--- src/rtl/core/trw_pkg.sv ---
// Shared types, constants and lookup functions for the triangle wave channel.
// No dependencies.
`timescale 1ns / 1ps

package trw_pkg;

	localparam int PHASE_FRAC_BITS_DEF = 16;
	localparam int SEQ_BITS = 5;
	localparam int LIN_W = 7;
	localparam int LEN_W = 8;
	localparam int PERIOD_W = 11;
	localparam int STEP_W = 21;
	localparam int LEVEL_W = 4;
	localparam int IDX_W = 5;
	localparam int CFG_IDX_W = 2;
	localparam int CFG_DATA_W = 21;

	localparam logic [PERIOD_W-1:0] MIN_PERIOD = 11'd8;

	localparam logic [CFG_IDX_W-1:0] CFG_IDX_LIN_RELOAD = 2'd0;
	localparam logic [CFG_IDX_W-1:0] CFG_IDX_CONTROL = 2'd1;
	localparam logic [CFG_IDX_W-1:0] CFG_IDX_PERIOD = 2'd2;
	localparam logic [CFG_IDX_W-1:0] CFG_IDX_STEP = 2'd3;

	typedef enum logic [1:0] {
		OP_SAMPLE = 2'd0,
		OP_QUARTER = 2'd1,
		OP_HALF = 2'd2,
		OP_NOTE = 2'd3
	} trw_op_t;

	typedef struct packed {
		trw_op_t op;
		logic [IDX_W-1:0] length_index;
	} trw_item_t;

	typedef struct packed {
		logic [LEVEL_W-1:0] level;
		logic length_active;
	} trw_result_t;

	typedef struct packed {
		logic [LIN_W-1:0] linear_reload_value;
		logic control_flag;
		logic [PERIOD_W-1:0] timer_period;
		logic [STEP_W-1:0] phase_step;
	} trw_cfg_t;

	// Length counter load values.
	function automatic logic [LEN_W-1:0] trw_len_lookup(input logic [IDX_W-1:0] idx);
		logic [LEN_W-1:0] v;
		case (idx)
			5'd0: v = 8'd10;
			5'd1: v = 8'd254;
			5'd2: v = 8'd20;
			5'd3: v = 8'd2;
			5'd4: v = 8'd40;
			5'd5: v = 8'd4;
			5'd6: v = 8'd80;
			5'd7: v = 8'd6;
			5'd8: v = 8'd160;
			5'd9: v = 8'd8;
			5'd10: v = 8'd60;
			5'd11: v = 8'd10;
			5'd12: v = 8'd14;
			5'd13: v = 8'd12;
			5'd14: v = 8'd26;
			5'd15: v = 8'd14;
			5'd16: v = 8'd12;
			5'd17: v = 8'd16;
			5'd18: v = 8'd24;
			5'd19: v = 8'd18;
			5'd20: v = 8'd48;
			5'd21: v = 8'd20;
			5'd22: v = 8'd96;
			5'd23: v = 8'd22;
			5'd24: v = 8'd192;
			5'd25: v = 8'd24;
			5'd26: v = 8'd72;
			5'd27: v = 8'd26;
			5'd28: v = 8'd16;
			5'd29: v = 8'd28;
			5'd30: v = 8'd32;
			5'd31: v = 8'd30;
			default: v = '0;
		endcase
		return v;
	endfunction

	// 32-step triangle: falls 15..0 over the first half, rises 0..15 over the second.
	function automatic logic [LEVEL_W-1:0] trw_tri_level(input logic [SEQ_BITS-1:0] pos);
		return pos[SEQ_BITS-1] ? pos[LEVEL_W-1:0] : ~pos[LEVEL_W-1:0];
	endfunction

endpackage

--- src/rtl/core/trw_cfg_regs.sv ---
// Configuration register file for the triangle wave channel.
// Depends on trw_pkg.
`timescale 1ns / 1ps

module trw_cfg_regs (
	input  logic                             clk,
	input  logic                             arst_n,
	input  logic                             wr_en,
	input  logic [trw_pkg::CFG_IDX_W-1:0]    wr_index,
	input  logic [trw_pkg::CFG_DATA_W-1:0]   wr_data,
	output trw_pkg::trw_cfg_t                cfg
);
	import trw_pkg::*;

	trw_cfg_t cfg_q;

	always_ff @(posedge clk or negedge arst_n) begin
		if (!arst_n) begin
			cfg_q <= '0;
		end else if (wr_en) begin
			case (wr_index)
				CFG_IDX_LIN_RELOAD: cfg_q.linear_reload_value <= wr_data[LIN_W-1:0];
				CFG_IDX_CONTROL: cfg_q.control_flag <= wr_data[0];
				CFG_IDX_PERIOD: cfg_q.timer_period <= wr_data[PERIOD_W-1:0];
				CFG_IDX_STEP: cfg_q.phase_step <= wr_data[STEP_W-1:0];
				default: ;
			endcase
		end
	end

	assign cfg = cfg_q;

endmodule

--- src/rtl/core/trw_event_unit.sv ---
// Channel state and the combinational event logic: counters, phase, level.
// Depends on trw_pkg.
`timescale 1ns / 1ps

module trw_event_unit #(
	parameter int PHASE_FRAC_BITS = trw_pkg::PHASE_FRAC_BITS_DEF
) (
	input  logic                  clk,
	input  logic                  arst_n,
	input  logic                  fire,
	input  trw_pkg::trw_item_t    item,
	input  trw_pkg::trw_cfg_t     cfg,
	output trw_pkg::trw_result_t  result
);
	import trw_pkg::*;

	localparam int PHASE_W = SEQ_BITS + PHASE_FRAC_BITS;
	localparam int SUM_W = ((PHASE_W > STEP_W) ? PHASE_W : STEP_W) + 1;

	logic [LIN_W-1:0]   lin_q, lin_n;
	logic [LEN_W-1:0]   len_q, len_n;
	logic               reload_q, reload_n;
	logic [PHASE_W-1:0] phase_q, phase_n;
	logic [LEVEL_W-1:0] last_q, last_n;
	logic [SUM_W-1:0]   sum;
	logic               audible;

	always_comb begin
		lin_n = lin_q;
		len_n = len_q;
		reload_n = reload_q;
		case (item.op)
			OP_QUARTER: begin
				if (reload_q)
					lin_n = cfg.linear_reload_value;
				else if (lin_q != '0)
					lin_n = lin_q - LIN_W'(1);
				if (!cfg.control_flag)
					reload_n = 1'b0;
			end
			OP_HALF: begin
				if (!cfg.control_flag && len_q != '0)
					len_n = len_q - LEN_W'(1);
			end
			OP_NOTE: begin
				len_n = trw_len_lookup(item.length_index);
				reload_n = 1'b1;
			end
			default: ;
		endcase

		audible = (len_n != '0) && (lin_n != '0) && (cfg.timer_period >= MIN_PERIOD);

		// Wrap drops the fraction: anything at or past 32.0 restarts at zero.
		sum = SUM_W'(phase_q) + SUM_W'(cfg.phase_step);
		phase_n = phase_q;
		last_n = last_q;
		if (audible && item.op == OP_SAMPLE) begin
			last_n = trw_tri_level(phase_q[PHASE_W-1:PHASE_FRAC_BITS]);
			phase_n = (sum[SUM_W-1:PHASE_W] != '0) ? '0 : sum[PHASE_W-1:0];
		end

		result.level = audible ? last_n : '0;
		result.length_active = (len_n != '0);
	end

	always_ff @(posedge clk or negedge arst_n) begin
		if (!arst_n) begin
			lin_q <= '0;
			len_q <= '0;
			reload_q <= 1'b0;
			phase_q <= '0;
			last_q <= '0;
		end else if (fire) begin
			lin_q <= lin_n;
			len_q <= len_n;
			reload_q <= reload_n;
			phase_q <= phase_n;
			last_q <= last_n;
		end
	end

endmodule

--- src/rtl/core/triangle_wave_channel.sv ---
// Triangle wave channel top level: input register, event unit, result register.
// Depends on trw_pkg, trw_cfg_regs and trw_event_unit.
//
//  channel | handshake                  | beat contents
//  --------+----------------------------+-----------------------------------
//  item    | item_valid / item_stall    | trw_item_t: op, length_index
//  result  | result_valid / result_stall| trw_result_t: level, length_active
//  cfg     | cfg_valid / cfg_ready      | cfg_index, cfg_data
//
// One beat per cycle sustained while result_stall is low; an item beat passes through the item
// register, then the combinational event logic, into the result register, where it is valid
// and can be taken while result_stall is low.
// Reset clears all counters, the phase, the held level and every config register.
// result_stall backs up into item_stall only when both the item register and
// the result register are full; otherwise an item beat is taken while a result waits.
// cfg_ready is always high; write config only while the channel is idle.
`timescale 1ns / 1ps

module triangle_wave_channel #(
	parameter int PHASE_FRAC_BITS = trw_pkg::PHASE_FRAC_BITS_DEF
) (
	input  logic                            clk,
	input  logic                            arst_n,
	input  logic                            item_valid,
	output logic                            item_stall,
	input  trw_pkg::trw_item_t              item,
	output logic                            result_valid,
	input  logic                            result_stall,
	output trw_pkg::trw_result_t            result,
	input  logic                            cfg_valid,
	output logic                            cfg_ready,
	input  logic [trw_pkg::CFG_IDX_W-1:0]   cfg_index,
	input  logic [trw_pkg::CFG_DATA_W-1:0]  cfg_data
);
	import trw_pkg::*;

	trw_cfg_t    cfg;
	trw_item_t   item_s1;
	logic        valid_s1;
	trw_result_t result_n;
	trw_result_t result_q;
	logic        result_valid_q;
	logic        out_free;
	logic        fire;
	logic        item_take;

	// Result register can load when empty or being drained this cycle.
	assign out_free = !result_valid_q || !result_stall;
	// Process the held item when the result register can take its beat.
	assign fire = valid_s1 && out_free;
	assign item_stall = valid_s1 && !out_free;
	assign item_take = item_valid && !item_stall;

	assign cfg_ready = 1'b1;

	trw_cfg_regs u_cfg_regs (
		.clk      (clk),
		.arst_n   (arst_n),
		.wr_en    (cfg_valid && cfg_ready),
		.wr_index (cfg_index),
		.wr_data  (cfg_data),
		.cfg      (cfg)
	);

	trw_event_unit #(
		.PHASE_FRAC_BITS (PHASE_FRAC_BITS)
	) u_event_unit (
		.clk    (clk),
		.arst_n (arst_n),
		.fire   (fire),
		.item   (item_s1),
		.cfg    (cfg),
		.result (result_n)
	);

	// Item register: fill on an accepted beat, drop once processed.
	always_ff @(posedge clk or negedge arst_n) begin
		if (!arst_n) begin
			valid_s1 <= 1'b0;
		end else begin
			valid_s1 <= item_take || (valid_s1 && !fire);
		end
	end

	always_ff @(posedge clk) begin
		if (item_take)
			item_s1 <= item;
	end

	// Result register: hold while stalled, advance on each processed item.
	always_ff @(posedge clk or negedge arst_n) begin
		if (!arst_n) begin
			result_valid_q <= 1'b0;
		end else begin
			result_valid_q <= fire || (result_valid_q && result_stall);
		end
	end

	always_ff @(posedge clk) begin
		if (fire)
			result_q <= result_n;
	end

	assign result_valid = result_valid_q;
	assign result = result_q;

endmodule

--- config.mk ---
export PLATFORM = sky130hd
export DESIGN_NAME = triangle_wave_channel
export DESIGN_NICKNAME = d
export VERILOG_FILES = /design/src/rtl/core/trw_pkg.sv /design/src/rtl/core/trw_cfg_regs.sv /design/src/rtl/core/trw_event_unit.sv /design/src/rtl/core/triangle_wave_channel.sv
export SDC_FILE = /design/constraint.sdc
export NUM_CORES = 1
export LEC_CHECK = 0
export BUFFER_PORTS_ARGS = -buffer_cell sky130_fd_sc_hd__buf_2
export CORE_ASPECT_RATIO = 0.7
export CORE_MARGIN = 10
export CORE_UTILIZATION = 65
export DETAILED_ROUTE_END_ITERATION = 8
export HOLD_SLACK_MARGIN = 0.1
export PLACE_DENSITY = 0.85
export RECOVER_POWER = 25
export SYNTH_ARGS = -nofsm -noshare
export SYNTH_HDL_FRONTEND = slang
export SYNTH_SLANG_ARGS = --single-unit
--- constraint.sdc ---
create_clock -name clk -period 9.8 [get_ports clk]
set_clock_uncertainty 0.15 [all_clocks]
set_input_delay 2.94 -clock clk [delete_from_list [all_inputs] [get_ports clk]]
set_output_delay 2.94 -clock clk [all_outputs]
set_load 0.05 [all_outputs]
==> run summary <==
Most frequent cells in the layout = dfrtp_1, nand2_1, mux2_2
RSZ-0062 raised after global routing = no
Layout cell share with drive strength beyond 1 = 18.1%
Most area-consuming cells after synthesis = dfrtp_1, mux2_2, ha_1
Wire per inst = 18.1 um
Final min period = 6.55 ns
Commonest non-fill, non-tap cell in the layout = dfrtp_1
Post-Route WL = 12700 um
Fmax = 0.153 GHz
Crit path DAT = 3.46 ns
# nets final = 647
Post-DRT Antenna Nets = 0
I/O pin count = 43
Int Power = 1.05 mW
Worst Setup End Kind = output port
Antenna diodes = 0
Mapped Nets = 621
Cell variety after synth = 69
Crit path cell chain = clkbuf_1 -> nand3_1 -> inv_1 -> buf_2
Global-route usage over all layers = 19.7%
Post-Syn Area = 5690 um2
Bufs and invs on worst path = 3
Register area = 2500 um2
Leakage = 2.75 nW
Worst-path maximum fanout = 3
Post-CTS resize count = 0
Number of remaining DRC errors = 0
First-pass GRT wire length = 21200 um
DR pass1 iterations = 5
Status = finished with violations
CP startpoint kind = input port
Post-synthesis simple-gate area fraction = 14.0%
Die Width = 132 um
Post-synthesis average cell area = 10.3 um2
Share of the synthesized area in the top cell type = 35.2%
Largest net degree at the start of global routing = 81
Skew-Pair Late Insertion Delay = 0.35 ns
Post-synth top area cell = dfrtp_1
EDFF count, synth = 12
Starting Density = 67.1%
Post-synthesis xor/xnor area fraction = 3.54%
Final Max Slew Viols = 81
Final core utilization = 73.1%
Inserted Clock Buffers = 9
CTS tree = done
Slew HR = -179%
Grt total ovfl = 0
Worst VDD drop = 165 uV
Reg clk slew, reported paths = 0.07 ns
Setup violations, final = 0
Power per cell area = 280 nW/um2
Buffers on Ports = 41
Mux share of post-synthesis cell area = 9.74%
Hold Crit Class = register to register
Slowest cell on crit path = buf_2
Via density per instance = 6.40
Worst endpoint required time = 6.71 ns
Root buf cell = clkbuf_16
Part of the power in the clock network = 20.2%
Sequential share of power = 37.3%
FFs w/ async S/R, synth = 80.8%
Failing checks = capacitance limit, slew limit
Largest family of logic cells by synthesized area = compound AO/OA/AOI/OAI gates
Hold Vio Cnt, Final = 0
GPL Wtd Cong = 0.935
Sw power = 681 uW
Sw Share = 39.3%
Ys flop type = dfrtp_1
Fillcell total = 631
Setup_tns = 0 ns
Worst-margin pin slew = 4.19 ns
Post-DP HPWL = 9100 um
Max Root-Sink Buffers = 2
Critical setup path kind = input port to output port
Sequential area share after synthesis = 44.0%
FF-to-FF setup slack = 5.58 ns
CTS Hold Bufs = 0
Layout area overhead = 8.93%
Cells after Synth = 554
Die H = 98.3 um
Multi-input gate area = 2980 um2
Number of synthesis warnings = 0
Routed vias = 4509
H-tree Lvls = 3
#FFs+latches synth = 99
Max Cap Viol = 1
Antenna violations before repair = 0
Core ar. = 8480 um2
Comb pwr share = 42.5%
Clock sink count = 99
Number of global-route vias before repair = 4400
Die ar. = 13000 um2
Adder-cell share of the synthesized area = 7.17%
Compound-gate portion of the synthesized area = 17.9%
Crit-path leading delay family = buffers and inverters
Post CTS Setup Buffer Count = 0
Fin crit share = 66.8%
First DRT Iteration DRCs = 496
Rows = 28
Max incr delay on CP = 0.25 ns
==> routing by layer <==
layer | vias up | GRT usage [%] | wire, um
met1 | 2190 | 26.4 | 5760
met2 | 200 | 30.0 | 5790
li1 | 2096 | - | -
met5 | - | 0 | 0
met3 | 23 | 5.68 | 962
met4 | 0 | 6.65 | 233
==> registers in the layout, summed over array words and instances (netlist names), named ones only <==
name / cells
u_event_unit.phase_q: 21
u_event_unit.len_q: 8
u_cfg_regs.cfg: 37
u_event_unit.last_q: 4
item_s1: 7
result_valid: 1
u_event_unit.lin_q: 7
result: 5
u_event_unit.reload_q: 1
valid_s1: 1
==> synthesized netlist by cell type (3+ instances only) <==
library cell,count
nor2b_1,4
nor3b_1,3
o311ai_0,3
xnor2_1,18
nand3b_1,3
a31oi_1,5
and3_1,6
nor2_1,26
a22o_1,21
dfrtp_1,80
buf_6,4
mux2_2,43
mux2i_1,7
a21oi_1,39
nand2_1,58
edfxtp_1,12
nor3_1,9
inv_1,19
dfxtp_1,7
o31ai_1,4
nor4b_1,5
a21o_1,8
o21ai_0,28
nor4_1,3
nand2b_1,7
clkbuf_1,18
and2_1,3
nand3_1,9
o41ai_1,4
and4_1,3
a22oi_1,3
ha_1,31
xor2_1,5
a31o_2,3
a211oi_1,6
==> worst register-to-register path: cells and delay by family, from the launching register on <==
family	cells	cell delay [ns]
compound gates	2	0.60
buf+inv	1	0.47
flops	1	0.75
simple gates	5	2.19
==> layout make-up <==
type                    count  share of cell area (%)
multi-input cells         409                    48.0
flip-flops and latches     99                    40.4
clock buffers              10                    4.04
repair buffers             41                    3.21
well taps                 120                    2.42
inverters                  20                    1.21
clock inverters             6                   0.747
==> power groups by stage <==
stage          combinational, mW  clock (mW)  sequential [mW]
6_report                   0.738       0.350            0.647
3_3_place_gp               0.683           0            0.642
5_1_grt                    0.815       0.371            0.663
4_1_cts                    0.733       0.354            0.643
2_1_floorplan              0.584           0            0.623
3_5_place_dp               0.725           0            0.646
==> cell families (layout without fill, tap and decap cells) <==
| logic type | Yosys count | count (layout) |
|---|---|---|
| and+or+nand+nor | 154 | 154 |
| AOI/OAI and AO/OA | 149 | 149 |
| DFF | 99 | 99 |
| muxes | 50 | 50 |
| buffers and inverters | 46 | 77 |
| adders and majority gates | 32 | 32 |
| xor gates and xnor gates | 23 | 23 |
| other | 1 | 1 |
==> through the flow <==
stage | total power, mW | worst slack [ns] | hold slack, ns | instances | cell area [um2]
detailed placement | 1.37 | 3.27 | 0.336 | 689 | 5920
global placement | 1.33 | 3.27 | 0.330 | 689 | 5920
global route | 1.85 | 2.36 | 0.372 | 705 | 6200
finish | 1.74 | 3.25 | 0.354 | 705 | 6200
CTS | 1.73 | 3.27 | 0.354 | 705 | 6210
floorplan | 1.21 | 3.34 | 0.307 | 554 | 5690
==> final timing paths <==
path | from | endpoint | depth (start not counted)
max | result_stall | item_stall | 4
min | u_cfg_regs.cfg[27] | u_cfg_regs.cfg[27] | 1
max reg2reg | item_s1[5] | u_event_unit.phase_q[5] | 8
min reg2reg | u_cfg_regs.cfg[27] | u_cfg_regs.cfg[27] | 1
max in group asynchronous | arst_n | result_valid | 1
min in group asynchronous | arst_n | u_cfg_regs.cfg[20] | 1
(Power assumes the default switching activity.)
